File: config.mk
export PLATFORM = sky130hd
export DESIGN_NAME = console_line_editor_core
export DESIGN_NICKNAME = d
export VERILOG_FILES = /design/src/rtl/cle_pkg.sv /design/src/rtl/console_line_editor_core.sv /design/src/rtl/cle_front.sv /design/src/rtl/cle_queue.sv /design/src/rtl/cle_back.sv
export SDC_FILE = /design/constraint.sdc
export NUM_CORES = 1
export LEC_CHECK = 0
export BUFFER_PORTS_ARGS = -buffer_cell sky130_fd_sc_hd__buf_2
export CORE_MARGIN = 3
export CORE_UTILIZATION = 35
export CTS_BUF_LIST = sky130_fd_sc_hd__clkbuf_2
export CTS_CLUSTER_DIAMETER = 80
export DETAILED_ROUTE_END_ITERATION = 8
export PLACE_DENSITY = 0.5
export SYNTH_ARGS = -nofsm -noshare
export SYNTH_HDL_FRONTEND = slang
export SYNTH_SLANG_ARGS = --single-unit
File: constraint.sdc
create_clock -name aclk -period 6.85 [get_ports aclk]
set_input_delay 0.685 -clock aclk [delete_from_list [all_inputs] [get_ports aclk]]
set_output_delay 0.685 -clock aclk [all_outputs]
set_load 0.1 [all_outputs]
File: src/rtl/cle_pkg.sv
// Shared types and constants for the console line editor.
// Holds character codes, command codes and the queue entry type; no dependencies.
package cle_pkg;

    localparam int BUFFER_DEPTH_DEF = 128;
    localparam int QUEUE_DEPTH      = 2;

    localparam logic [7:0] CH_NUL  = 8'h00;
    localparam logic [7:0] CH_EOF  = 8'h04;
    localparam logic [7:0] CH_BS   = 8'h08;
    localparam logic [7:0] CH_NL   = 8'h0A;
    localparam logic [7:0] CH_CR   = 8'h0D;
    localparam logic [7:0] CH_DUMP = 8'h10;
    localparam logic [7:0] CH_KILL = 8'h15;
    localparam logic [7:0] CH_DEL  = 8'h7F;

    localparam logic [2:0] OP_IGNORE = 3'd0;
    localparam logic [2:0] OP_DUMP   = 3'd1;
    localparam logic [2:0] OP_KILL   = 3'd2;
    localparam logic [2:0] OP_ERASE  = 3'd3;
    localparam logic [2:0] OP_STORE  = 3'd4;
    localparam logic [2:0] OP_READ   = 3'd5;

    typedef struct packed {
        logic [2:0] op;
        logic [7:0] ch;
        logic       first;
    } cle_cmd_t;

endpackage

File: src/rtl/console_line_editor_core.sv
// Canonical console line editor: takes one received character or one reader
// request per transaction and returns one result per transaction, sustaining
// one transaction per cycle while m_ready stays high. An accepted transaction
// enters a two-entry queue and passes from the queue register to the result
// register of the back end, which drives the m_ side; the back end updates the
// indices as it takes each command and keeps the byte at the read index
// prefetched from the line store, so a read can follow a write in the next cycle.
// The queue frees the input side while a result waits: up to two more
// transactions are accepted into the queue before s_ready drops.
// No clearing pass after reset; the line store is undefined until written.
module console_line_editor_core #(
    parameter int BUFFER_DEPTH = cle_pkg::BUFFER_DEPTH_DEF
) (
    input  logic       aclk,
    input  logic       aresetn,
    input  logic       s_valid,
    output logic       s_ready,
    input  logic       s_func,
    input  logic [7:0] s_rx_char,
    input  logic       s_first_of_read,
    output logic       m_valid,
    input  logic       m_ready,
    output logic       m_echo_valid,
    output logic [7:0] m_echo_char,
    output logic [7:0] m_erase_count,
    output logic       m_line_ready,
    output logic       m_dump_request,
    output logic       m_dropped,
    output logic       m_read_valid,
    output logic [7:0] m_read_byte,
    output logic       m_read_end_line,
    output logic       m_read_eof,
    output logic       m_read_empty
);
    import cle_pkg::*;

    cle_cmd_t front_cmd;
    cle_cmd_t back_cmd;
    logic     front_valid, front_ready;
    logic     back_valid, back_ready;

    cle_front u_front (
        .in_valid      (s_valid),
        .in_ready      (s_ready),
        .func          (s_func),
        .rx_char       (s_rx_char),
        .first_of_read (s_first_of_read),
        .cmd_valid     (front_valid),
        .cmd_ready     (front_ready),
        .cmd           (front_cmd)
    );

    cle_queue u_queue (
        .aclk      (aclk),
        .aresetn   (aresetn),
        .in_valid  (front_valid),
        .in_ready  (front_ready),
        .in_cmd    (front_cmd),
        .out_valid (back_valid),
        .out_ready (back_ready),
        .out_cmd   (back_cmd)
    );

    cle_back #(
        .BUFFER_DEPTH (BUFFER_DEPTH)
    ) u_back (
        .aclk            (aclk),
        .aresetn         (aresetn),
        .cmd_valid       (back_valid),
        .cmd_ready       (back_ready),
        .cmd             (back_cmd),
        .m_valid         (m_valid),
        .m_ready         (m_ready),
        .m_echo_valid    (m_echo_valid),
        .m_echo_char     (m_echo_char),
        .m_erase_count   (m_erase_count),
        .m_line_ready    (m_line_ready),
        .m_dump_request  (m_dump_request),
        .m_dropped       (m_dropped),
        .m_read_valid    (m_read_valid),
        .m_read_byte     (m_read_byte),
        .m_read_end_line (m_read_end_line),
        .m_read_eof      (m_read_eof),
        .m_read_empty    (m_read_empty)
    );

endmodule

File: src/rtl/cle_front.sv
// Front end: classifies each received transaction into an editor command.
// Depends on cle_pkg.
module cle_front (
    input  logic               in_valid,
    output logic               in_ready,
    input  logic               func,
    input  logic [7:0]         rx_char,
    input  logic               first_of_read,
    output logic               cmd_valid,
    input  logic               cmd_ready,
    output cle_pkg::cle_cmd_t  cmd
);
    import cle_pkg::*;

    assign cmd_valid = in_valid;
    assign in_ready  = cmd_ready;

    always_comb begin
        cmd.first = first_of_read;
        cmd.ch    = rx_char;
        priority if (func) begin
            cmd.op = OP_READ;
        end else if (rx_char == CH_DUMP) begin
            cmd.op = OP_DUMP;
        end else if (rx_char == CH_KILL) begin
            cmd.op = OP_KILL;
        end else if (rx_char == CH_BS || rx_char == CH_DEL) begin
            cmd.op = OP_ERASE;
        end else if (rx_char == CH_NUL) begin
            cmd.op = OP_IGNORE;
        end else begin
            cmd.op = OP_STORE;
            if (rx_char == CH_CR) begin
                cmd.ch = CH_NL;
            end
        end
    end

endmodule

File: src/rtl/cle_queue.sv
// Two-entry command queue between the front end and the back end.
// Depends on cle_pkg.
module cle_queue (
    input  logic               aclk,
    input  logic               aresetn,
    input  logic               in_valid,
    output logic               in_ready,
    input  cle_pkg::cle_cmd_t  in_cmd,
    output logic               out_valid,
    input  logic               out_ready,
    output cle_pkg::cle_cmd_t  out_cmd
);
    import cle_pkg::*;

    cle_cmd_t   entry_reg [QUEUE_DEPTH];
    logic       wr_ptr_reg, wr_ptr_next;
    logic       rd_ptr_reg, rd_ptr_next;
    logic [1:0] count_reg, count_next;
    logic       push, pop;

    assign in_ready  = (count_reg != 2'(QUEUE_DEPTH));
    assign out_valid = (count_reg != 2'd0);
    assign push      = in_valid && in_ready;
    assign pop       = out_valid && out_ready;
    assign out_cmd   = entry_reg[rd_ptr_reg];

    always_comb begin
        wr_ptr_next = push ? ~wr_ptr_reg : wr_ptr_reg;
        rd_ptr_next = pop ? ~rd_ptr_reg : rd_ptr_reg;
        count_next  = count_reg + 2'(push) - 2'(pop);
    end

    always_ff @(posedge aclk) begin
        if (!aresetn) begin
            wr_ptr_reg <= 1'b0;
            rd_ptr_reg <= 1'b0;
            count_reg  <= 2'd0;
        end else begin
            wr_ptr_reg <= wr_ptr_next;
            rd_ptr_reg <= rd_ptr_next;
            count_reg  <= count_next;
        end
    end

    always_ff @(posedge aclk) begin
        if (push) begin
            entry_reg[wr_ptr_reg] <= in_cmd;
        end
    end

endmodule

File: src/rtl/cle_back.sv
// Back end: ring buffer, read/commit/edit indices and the result register.
// Depends on cle_pkg; the line store is a memory with a prefetched head byte.
module cle_back #(
    parameter int BUFFER_DEPTH = cle_pkg::BUFFER_DEPTH_DEF
) (
    input  logic               aclk,
    input  logic               aresetn,
    input  logic               cmd_valid,
    output logic               cmd_ready,
    input  cle_pkg::cle_cmd_t  cmd,
    output logic               m_valid,
    input  logic               m_ready,
    output logic               m_echo_valid,
    output logic [7:0]         m_echo_char,
    output logic [7:0]         m_erase_count,
    output logic               m_line_ready,
    output logic               m_dump_request,
    output logic               m_dropped,
    output logic               m_read_valid,
    output logic [7:0]         m_read_byte,
    output logic               m_read_end_line,
    output logic               m_read_eof,
    output logic               m_read_empty
);
    import cle_pkg::*;

    localparam int IW = $clog2(2 * BUFFER_DEPTH);
    localparam int SW = $clog2(BUFFER_DEPTH);
    localparam logic [IW-1:0] DEPTH_I   = IW'(BUFFER_DEPTH);
    localparam logic [IW-1:0] DEPTH_M1  = IW'(BUFFER_DEPTH - 1);
    localparam logic [IW-1:0] IDX_MAX   = IW'(2 * BUFFER_DEPTH - 1);
    localparam logic [IW-1:0] IDX_MOD_I = IW'(2 * BUFFER_DEPTH);

    function automatic logic [IW-1:0] idx_inc(input logic [IW-1:0] a);
        return (a == IDX_MAX) ? '0 : a + 1'b1;
    endfunction

    function automatic logic [IW-1:0] idx_dec(input logic [IW-1:0] a);
        return (a == '0) ? IDX_MAX : a - 1'b1;
    endfunction

    function automatic logic [IW-1:0] idx_diff(input logic [IW-1:0] a,
                                               input logic [IW-1:0] b);
        return (a >= b) ? a - b : a - b + IDX_MOD_I;
    endfunction

    function automatic logic [SW-1:0] idx_slot(input logic [IW-1:0] a);
        logic [IW-1:0] s;
        s = (a >= DEPTH_I) ? a - DEPTH_I : a;
        return s[SW-1:0];
    endfunction

    logic [7:0]    line_store [BUFFER_DEPTH];
    logic [7:0]    head_reg;
    logic [IW-1:0] read_reg, read_next;
    logic [IW-1:0] commit_reg, commit_next;
    logic [IW-1:0] edit_reg, edit_next;
    logic          out_valid_reg;

    logic          pop;
    logic          we;
    logic [SW-1:0] wr_slot;
    logic [SW-1:0] read_slot_next;
    logic [IW-1:0] fill;
    logic [IW-1:0] uncommitted;

    logic          echo_valid_reg, echo_valid_next;
    logic [7:0]    echo_char_reg, echo_char_next;
    logic [7:0]    erase_reg, erase_next;
    logic          line_ready_reg, line_ready_next;
    logic          dump_reg, dump_next;
    logic          dropped_reg, dropped_next;
    logic          rd_valid_reg, rd_valid_next;
    logic [7:0]    rd_byte_reg, rd_byte_next;
    logic          rd_nl_reg, rd_nl_next;
    logic          rd_eof_reg, rd_eof_next;
    logic          rd_empty_reg, rd_empty_next;

    assign cmd_ready   = !out_valid_reg || m_ready;
    assign pop         = cmd_valid && cmd_ready;
    assign fill        = idx_diff(edit_reg, read_reg);
    assign uncommitted = idx_diff(edit_reg, commit_reg);
    assign wr_slot     = idx_slot(edit_reg);

    always_comb begin
        read_next       = read_reg;
        commit_next     = commit_reg;
        edit_next       = edit_reg;
        we              = 1'b0;
        echo_valid_next = 1'b0;
        echo_char_next  = 8'd0;
        erase_next      = 8'd0;
        line_ready_next = 1'b0;
        dump_next       = 1'b0;
        dropped_next    = 1'b0;
        rd_valid_next   = 1'b0;
        rd_byte_next    = 8'd0;
        rd_nl_next      = 1'b0;
        rd_eof_next     = 1'b0;
        rd_empty_next   = 1'b0;
        if (pop) begin
            unique case (cmd.op)
                OP_DUMP: begin
                    dump_next = 1'b1;
                end
                OP_KILL: begin
                    erase_next = 8'(uncommitted);
                    edit_next  = commit_reg;
                end
                OP_ERASE: begin
                    if (edit_reg != commit_reg) begin
                        edit_next  = idx_dec(edit_reg);
                        erase_next = 8'd1;
                    end
                end
                OP_STORE: begin
                    if (fill != DEPTH_I) begin
                        we              = 1'b1;
                        echo_valid_next = 1'b1;
                        echo_char_next  = cmd.ch;
                        edit_next       = idx_inc(edit_reg);
                        if (cmd.ch == CH_NL || cmd.ch == CH_EOF || fill == DEPTH_M1) begin
                            commit_next     = edit_next;
                            line_ready_next = 1'b1;
                        end
                    end else begin
                        dropped_next = 1'b1;
                    end
                end
                OP_READ: begin
                    if (read_reg == commit_reg) begin
                        rd_empty_next = 1'b1;
                    end else if (head_reg == CH_EOF) begin
                        rd_eof_next = 1'b1;
                        if (cmd.first) begin
                            read_next = idx_inc(read_reg);
                        end
                    end else begin
                        read_next     = idx_inc(read_reg);
                        rd_valid_next = 1'b1;
                        rd_byte_next  = head_reg;
                        rd_nl_next    = (head_reg == CH_NL);
                    end
                end
                default: begin
                end
            endcase
        end
        read_slot_next = idx_slot(read_next);
    end

    always_ff @(posedge aclk) begin
        if (!aresetn) begin
            read_reg      <= '0;
            commit_reg    <= '0;
            edit_reg      <= '0;
            out_valid_reg <= 1'b0;
        end else begin
            read_reg   <= read_next;
            commit_reg <= commit_next;
            edit_reg   <= edit_next;
            if (pop) begin
                out_valid_reg <= 1'b1;
            end else if (m_ready) begin
                out_valid_reg <= 1'b0;
            end
        end
    end

    always_ff @(posedge aclk) begin
        if (we) begin
            line_store[wr_slot] <= cmd.ch;
        end
        if (we && wr_slot == read_slot_next) begin
            head_reg <= cmd.ch;
        end else begin
            head_reg <= line_store[read_slot_next];
        end
    end

    always_ff @(posedge aclk) begin
        if (pop) begin
            echo_valid_reg <= echo_valid_next;
            echo_char_reg  <= echo_char_next;
            erase_reg      <= erase_next;
            line_ready_reg <= line_ready_next;
            dump_reg       <= dump_next;
            dropped_reg    <= dropped_next;
            rd_valid_reg   <= rd_valid_next;
            rd_byte_reg    <= rd_byte_next;
            rd_nl_reg      <= rd_nl_next;
            rd_eof_reg     <= rd_eof_next;
            rd_empty_reg   <= rd_empty_next;
        end
    end

    assign m_valid         = out_valid_reg;
    assign m_echo_valid    = echo_valid_reg;
    assign m_echo_char     = echo_char_reg;
    assign m_erase_count   = erase_reg;
    assign m_line_ready    = line_ready_reg;
    assign m_dump_request  = dump_reg;
    assign m_dropped       = dropped_reg;
    assign m_read_valid    = rd_valid_reg;
    assign m_read_byte     = rd_byte_reg;
    assign m_read_end_line = rd_nl_reg;
    assign m_read_eof      = rd_eof_reg;
    assign m_read_empty    = rd_empty_reg;

endmodule

; After elaboration in Yosys (flattened, before gate mapping)
; Memories as Yosys holds them, arrays and structs flattened. A register that Yosys moved wholly into a read port is not among the register bits.
; Index checks and enable logic that the tools add are counted.
[op_classes]
n_addsub = 9
order_cmp = 2
n_eq_ne = 23
n_mux = 43
bitwise_logic = 3
n_reduce_logical = 17
[ops]
columns = operator, n
row1 = 2-to-1 mux 8 bit, 16
row2 = == test 8 x 4 -> 1 bit (second input constant), 4
row3 = one-hot mux 8 bit (3 select lines), 1
row4 = 2-to-1 mux 1 bit, 18
row5 = adder 8 x 1 -> 8 bit (second input constant), 2
row6 = == test 8 x 3 -> 1 bit (second input constant), 2
row7 = == test 8 x 5 -> 1 bit (second input constant), 2
row8 = == test 8 x 7 -> 1 bit (second input constant), 2
row9 = == test 8 bit (second input constant), 2
row10 = greater-or-equal comparator 8 bit (second input constant), 2
row11 = zero test 8 bit, 2
row12 = one-hot mux 8 bit (2 select lines), 1
row13 = subtractor 8 bit, 2
row14 = 2-to-1 mux 3 bit, 5
row15 = 2-to-1 mux 7 bit, 2
row16 = subtractor 7 x 1 -> 7 bit (second input constant), 2
row17 = == test 8 bit, 1
row18 = inequality test 8 bit, 1
row19 = inequality test 8 bit (second input constant), 1
row20 = AND reduction 4 bit, 2
row21 = subtractor 8 x 1 -> 8 bit (second input constant), 1
row22 = == test 3 x 2 -> 1 bit (second input constant), 2
row23 = == test 3 bit (second input constant), 2
row24 = logical OR 1 bit, 4
row25 = 13 further kinds, 18
[totals]
reg_bits = 61
ram_bits = 1048
input_bits = 14
wordCells = 117
n_memories = 2
[memory_table]
columns = name, depth, width, rd, rd_clocked_by_memory_dff, write_ports, line
row1 = u_back.line_store, 128, 8, 1, 1, 1, cle_back.sv:53  ; logic [7:0] line_store [BUFFER_DEPTH];
row2 = u_queue.entry_reg, 2, 12, 1, 1, 1, cle_queue.sv:15  ; cle_cmd_t entry_reg [QUEUE_DEPTH];

; Logic depth before layout (Yosys ltp)
; Gate-level depths: netlist of the first run.
[depth]
ltp_word = 9
mapped_depth = 17
ltp_nobuf = 14

; Hierarchy
; A second synthesis of the first run with hierarchy kept.
[hier_totals]
cells_unflattened = 2382
hier_area_um2 = 44821.7
[by_module_without_submodules]
columns = mod, instances, cells_per_inst, area_each_um2, seq_area_each_um2
row1 = cle_back, 1, 2294, 43529.2, 32351.0
row2 = cle_queue, 1, 61, 1098.6, 820.8
row3 = cle_front, 1, 27, 193.9, 0.0

; Worst setup path after synthesis of the first run
; No wires, ideal clock.
[synth_path]
kind = register to register
from = reg with a tool-made name
to = reg u_back.commit_reg[4]
setup_ns = 0.087
t_arrival_ns = 3.902
setup_slack_ns = 2.860
path_stages_with_launch = 12
n_path_buf = 3
synth_period_minus_slack_ns = 3.990
path_cell_list = dfxtp_1 > clkbuf_1 > buf_1 > mux2i_1 > inv_1 > or4_1 > nor3_1 > a31oi_1 > nor3_1 > clkbuf_1 > nand3_1 > o31ai_1
[synth_lines]
columns = element, line
row1 = to (signal assigned), cle_back.sv:160  ; commit_reg <= commit_next;
row2 = to (decl), cle_back.sv:56  ; logic [IW-1:0] commit_reg, commit_next;

; Worst setup path after layout of the first run
[layout_path]
from = reg u_back.edit_reg[2]
to = mem u_back.line_store[91][6] (enable)
[layout_between]
elab_chain_cells = 7
[layout_lines]
columns = element, line
row1 = from (decl), cle_back.sv:57  ; logic [IW-1:0] edit_reg, edit_next;
row2 = from (signal assigned), cle_back.sv:161  ; edit_reg <= edit_next;
row3 = subtractor 8 bit, cle_back.sv:44  ; return (a >= b) ? a - b : a - b + IDX_MOD_I;
row4 = inequality test 8 bit, cle_back.sv:117  ; if (fill != DEPTH_I) begin
row5 = 2-to-1 mux 1 bit, cle_back.sv:117
row6 = 2-to-1 mux 1 bit, --
row7 = 2-to-1 mux 1 bit, cle_back.sv:101  ; if (pop) begin
row8 = 2-to-1 mux 1 bit, cle_back.sv:171  ; if (we) begin
row9 = 2-to-1 mux 1 bit (implied by the code), cle_back.sv:172  ; line_store[wr_slot] <= cmd.ch;
row10 = to (decl), cle_back.sv:53
; Several ways; a longest one is shown, not always the timed one.

==> results of run 1 <==
layer usage:
metal	GRT usage	up-vias
li1	-	10500
met1	0.258	13000
met2	0.314	954
met3	0.0436	175
met4	0.0614	0
met5	0	-
cells in the mapped netlist (26+ instances only):
library cell | count | share of area
a21oi_1 | 26 | 0.0029
clkbuf_1 | 59 | 0.0050
edfxtp_1 | 1080 | 0.72
nand2_1 | 79 | 0.0066
a22oi_1 | 49 | 0.0082
buf_2 | 45 | 0.0050
dfxtp_1 | 37 | 0.017
nand3_1 | 45 | 0.0050
mux4_2 | 215 | 0.11
nor2_1 | 196 | 0.016
inv_1 | 41 | 0.0034
mux2i_1 | 141 | 0.032
o22ai_1 | 29 | 0.0041
worst register-to-register path, stage by stage (launching register included):
cell,delay [ps]
dfxtp_1,940
ha_1,410
o21ai_0,120
a21boi_0,160
o21ai_0,320
a21boi_0,180
o21ai_0,290
o31ai_2,90
buf_4,230
nor3_1,360
nand3_2,760
nor2_1,990
cell families after synthesis:
family	Yosys count	share of synthesized area
DFF	1117	0.742
and+or+nand+nor	456	0.0475
muxes	372	0.144
AOI/OAI and AO/OA	228	0.0362
buffers and inverters	174	0.0177
xor gates and xnor gates	34	0.00666
adders and majority gates	22	0.00649
cells in the final DEF, fill, tap and decap left out, drive strengths merged, types with 17 or more instances in the layout:
| master | n |
|---|---|
| clkinv | 77 |
| nor4 | 17 |
| a211oi | 18 |
| mux2i | 141 |
| clkbuf | 420 |
| o22ai | 29 |
| a21oi | 26 |
| nor2b | 25 |
| nand3 | 45 |
| nand2 | 79 |
| mux4 | 215 |
| buf | 96 |
| a22oi | 49 |
| nor3 | 25 |
| dfxtp | 37 |
| edfxtp | 1080 |
| ha | 20 |
| inv | 44 |
| nor2 | 198 |
| xnor2 | 19 |
| dlygate4sd3 | 30 |
area by class of cell:
class / instances / share of cell area
flip-flops and latches: 1117 / 0.668
multi-input cells: 1112 / 0.218
clock buffers: 420 / 0.0423
well taps: 1650 / 0.0415
repair buffers: 126 / 0.0197
clock inverters: 80 / 0.00682
inverters: 42 / 0.00352
diodes: 5 / 0.000252
power breakdown:
part / internal (mW) / switching, mW
combinational: 0.406 / 1.96
clock: 1.68 / 2.68
sequential: 8.19 / 0.110
total: 10.3 / 4.75
final timing paths:
| kind | from | to |
|---|---|---|
| setup / recovery | u_back.edit_reg[2] | u_back.line_store[91][6] |
| hold / removal | s_rx_char[1] | u_queue.entry_reg[1][3] |
| setup reg to reg | u_back.edit_reg[2] | u_back.line_store[91][6] |
| hold reg to reg | u_queue.rd_ptr_reg | u_queue.rd_ptr_reg |
==> metrics, run 1 <==
Placement Setup Slack=1620 ps; top sig layer=met4; Register Area=0.0332 mm^2; MaxCap Viol Count=0; Layout Cells excl Fill=4552; die area=0.132 mm^2; share of cells above drive strength 1=0.276; Vias=24.6k; Nets=2738; Netlist cell types=72; Tightest Hold Check Type=in -> reg; Most common cell on crit path=o21ai_0; Hold Violations, Final=0; CP top delay family=simple AND/OR/NAND/NOR gates; Worst Max-Slew Pin Slew=1190 ps; metal3 WL=8020 um; fin area=0.0497 mm^2; Port Buf Inserts=47; hold_ws=270 ps; largest net degree at the start of global routing=79; core outline area=0.126 mm^2; DR WL met2=62500 um; HPWL Detailed=78200 um; sequential area share after synthesis=0.742; CTS root buffer=clkbuf_2; total CTS buffers=303; global-route wire length before repair=183000 um; final worst-path cycle share=0.763; crit-path cells=ha_1 -> o21ai_0 -> a21boi_0 -> o21ai_0 -> a21boi_0 -> o21ai_0 -> o31ai_2 -> buf_4 -> nor3_1 -> nand3_2 -> nor2_1; placed cell count=4017; clk buf depth=4; pwr dens=302 mW/mm^2; Worst Slack Setup Final=1620 ps; Worst Hold Depth=4; reg2reg setup slack=1620 ps; Syn Inst Count=2403; reg2reg path depth=11; skew final=109 ps; met1 WL=53400 um; initial antenna violation count=5; synthesized cell area=0.0447 mm^2; RSZ-0062 raised after global routing=no; chip width=364 um; Final Max Tran Viols=0; Total Wirelength=127000 um; area of the multi-input gates=0.0108 mm^2; Core Util, Final=0.394; Max Freq=0.191 GHz; Initial DRC Count=2261; post-CTS sizing=0; initial core utilization=0.354; clk_lat worst skew=1550 ps; Post-synth EDFFs=1080; Post-DP Area=0.0469 mm^2; slew margin rel.=0.208; Post-Syn Nets=2439; Max VDD drop=0.000267 V; Buf+Inv Stages, Crit Path=1; global-route usage over all layers=0.193; H-tree depth=5; Critical Path RT=7990 ps; Vias per Instance=5.40; syn avg cell area=18.6 um^2; YS warnings=0; Leakage=15.4 nW; max reg flops=1024; max incr delay on CP=980 ps; Layout Area Growth over Synthesis=11.1%; crit path max-delay cell type=nor2_1; WS Path Type=reg -> reg; gr ovfl total=0; drt drc=0; CTS clk-pin slew, worst paths=110 ps; vias in the first global route=25.7k; Post-CTS Setup Bufs=0; top_reg_cell synth=edfxtp_1; WL per Instance=27.8 um; #FFs+latches synth=1117; Post-DRT Antenna Nets=0; crit-path max FO=23; Ports=48; first-pass detailed-route iteration total=6; Final setup viols=0; Final Critical Period=5230 ps; async set-reset flop share out of synthesis=0; endpoint type of the worst setup path=register; hold-fix buffers at CTS=30; fillers=11.6k; Final GP Congestion=0.841; Startpoint Class=register; status=finished, final reports clean; die height=364 um; Pwr Total=15.0 mW; floorplan row count=130; clock sinks=1117; critical path depth=11; TritonCTS clock tree=yes; post-route setup TNS=0 ps; WP data arrival=6370 ps
No activity file was read; power rests on OpenSTA's default activity.
==> run 2: changes to the inputs <==
--- a/config.mk
+++ b/config.mk
@@ -11,7 +11,7 @@
 export CTS_BUF_LIST = sky130_fd_sc_hd__clkbuf_2
 export CTS_CLUSTER_DIAMETER = 80
 export DETAILED_ROUTE_END_ITERATION = 8
-export PLACE_DENSITY = 0.5
+export PLACE_DENSITY = 0.52
 export SYNTH_ARGS = -nofsm -noshare
 export SYNTH_HDL_FRONTEND = slang
 export SYNTH_SLANG_ARGS = --single-unit
==> constraint.sdc (replaced) <==
create_clock -name aclk -period 4.8 [get_ports aclk]
set_input_delay 0.48 -clock aclk [delete_from_list [all_inputs] [get_ports aclk]]
set_output_delay 0.48 -clock aclk [all_outputs]
set_load 0.1 [all_outputs]
==> metrics, run 2 (same netlist as run 1, synthesis figures left out) <==
status=finished, final reports clean; core outline area=0.126 mm^2; Final setup viols=0; clk_lat worst skew=1510 ps; placed cell count=4149; Max VDD drop=0.000368 V; Initial DRC Count=2388; total CTS buffers=302; RSZ-0062 raised after global routing=no; Tightest Hold Check Type=in -> reg; WP data arrival=5800 ps; max reg flops=1024; chip width=364 um; Vias=25.1k; clock sinks=1117; Post-DRT Antenna Nets=0; drt drc=0; Vias per Instance=5.36; Startpoint Class=register; endpoint type of the worst setup path=register; Layout Area Growth over Synthesis=13.7%; skew final=179 ps; Final Max Tran Viols=0; CTS root buffer=clkbuf_2; most common cell after layout, fill and taps aside=edfxtp_1; WS Path Type=reg -> reg; Final GP Congestion=0.864; Pwr Total=21.6 mW; crit-path max FO=61; die height=364 um; Ports=48; Max Freq=0.221 GHz; Core Util, Final=0.403; gr ovfl total=0; post-route setup TNS=0 ps; share of cells above drive strength 1=0.310; slew margin rel.=0.213; final worst-path cycle share=0.944; vias in the first global route=26.3k; global-route wire length before repair=183000 um; most frequent cells in the layout=1080 x edfxtp_1, 428 x clkbuf_2, 215 x mux4_2; Critical Path RT=6070 ps; Hold Violations, Final=0; Nets=2876; H-tree depth=5; largest net degree at the start of global routing=104; first-pass detailed-route iteration total=6; Total Wirelength=127000 um; floorplan row count=130; Layout Cells excl Fill=4688; pwr dens=425 mW/mm^2; initial core utilization=0.354; clk buf depth=4; global-route usage over all layers=0.193; Worst Max-Slew Pin Slew=1180 ps; die area=0.132 mm^2; initial antenna violation count=3; Leakage=16.2 nW; MaxCap Viol Count=0; WL per Instance=27.1 um; Post-CTS Setup Bufs=0; HPWL Detailed=80800 um; TritonCTS clock tree=yes; Final Critical Period=4530 ps; CTS clk-pin slew, worst paths=110 ps; Port Buf Inserts=47
[run 2: final timing paths]
| path | from | end | slack [ps] | cells past startpoint |
|---|---|---|---|---|
| worst min-delay path | s_valid | u_queue.entry_reg[1][3] | 300 | 3 |
| worst min register to register | u_queue.rd_ptr_reg | register | 530 | 2 |
| worst max register to register | register | u_back.read_reg[5] | 270 | 12 |
| worst max-delay path | register | u_back.read_reg[5] | 270 | 12 |
[run 2: layer usage]
layer | global-route usage | vias up | routed length [um]
met3 | 0.0439 | 180 | 8910
li1 | - | 10800 | -
met2 | 0.321 | 1036 | 63400
met4 | 0.0605 | 2 | 2730
met1 | 0.251 | 13200 | 52000
met5 | 0 | - | 9
[run 2: repair_timing]
item / in CTS / in global routing
endpoints found under the hold margin: 111 / 0
gates resized for setup: 0 / 1
endpoints found under the setup margin: 0 / 2
hold buffers: 37 / 0
[run 2: through the flow]
stage / area (um^2) / hold WS [ps] / setup WS [ps]
CTS: 50900 / 46.1 / 85.8
detailed placement: 48000 / 503 / 83.1
global route: 50900 / 176 / 183
global placement: 48000 / 485 / 126
finish: 50900 / 295 / 270
floorplan: 44700 / 469 / 810
[run 2: final cells by class]
class / instances / area, um^2
fillers: 11500 / 75400
flip-flops and latches: 1117 / 33200
multi-input cells: 1112 / 10800
clock buffers: 428 / 2140
repair buffers: 265 / 2100
well taps: 1650 / 2060
clock inverters: 73 / 378
inverters: 42 / 173
diodes: 1 / 2.50
[run 2: critical path, cell delays in order (launching register included)]
cell and delay [ps]:
dfxtp_4 670, buf_12 420, mux4_2 430, nor2b_1 160, a2111oi_1 830, a21oi_1 90, o311ai_0 250, nor3_1 320
nor4_2 470, a21oi_1 200, buf_4 190, a21o_1 170, a21oi_1 160
[run 2: power by group]
group | internal [mW] | switching, mW | total, mW
Clock | 2.53 | 3.83 | 6.37
Sequential | 11.7 | 0.104 | 11.8
Combinational | 0.667 | 2.80 | 3.46
Total | 14.9 | 6.74 | 21.6
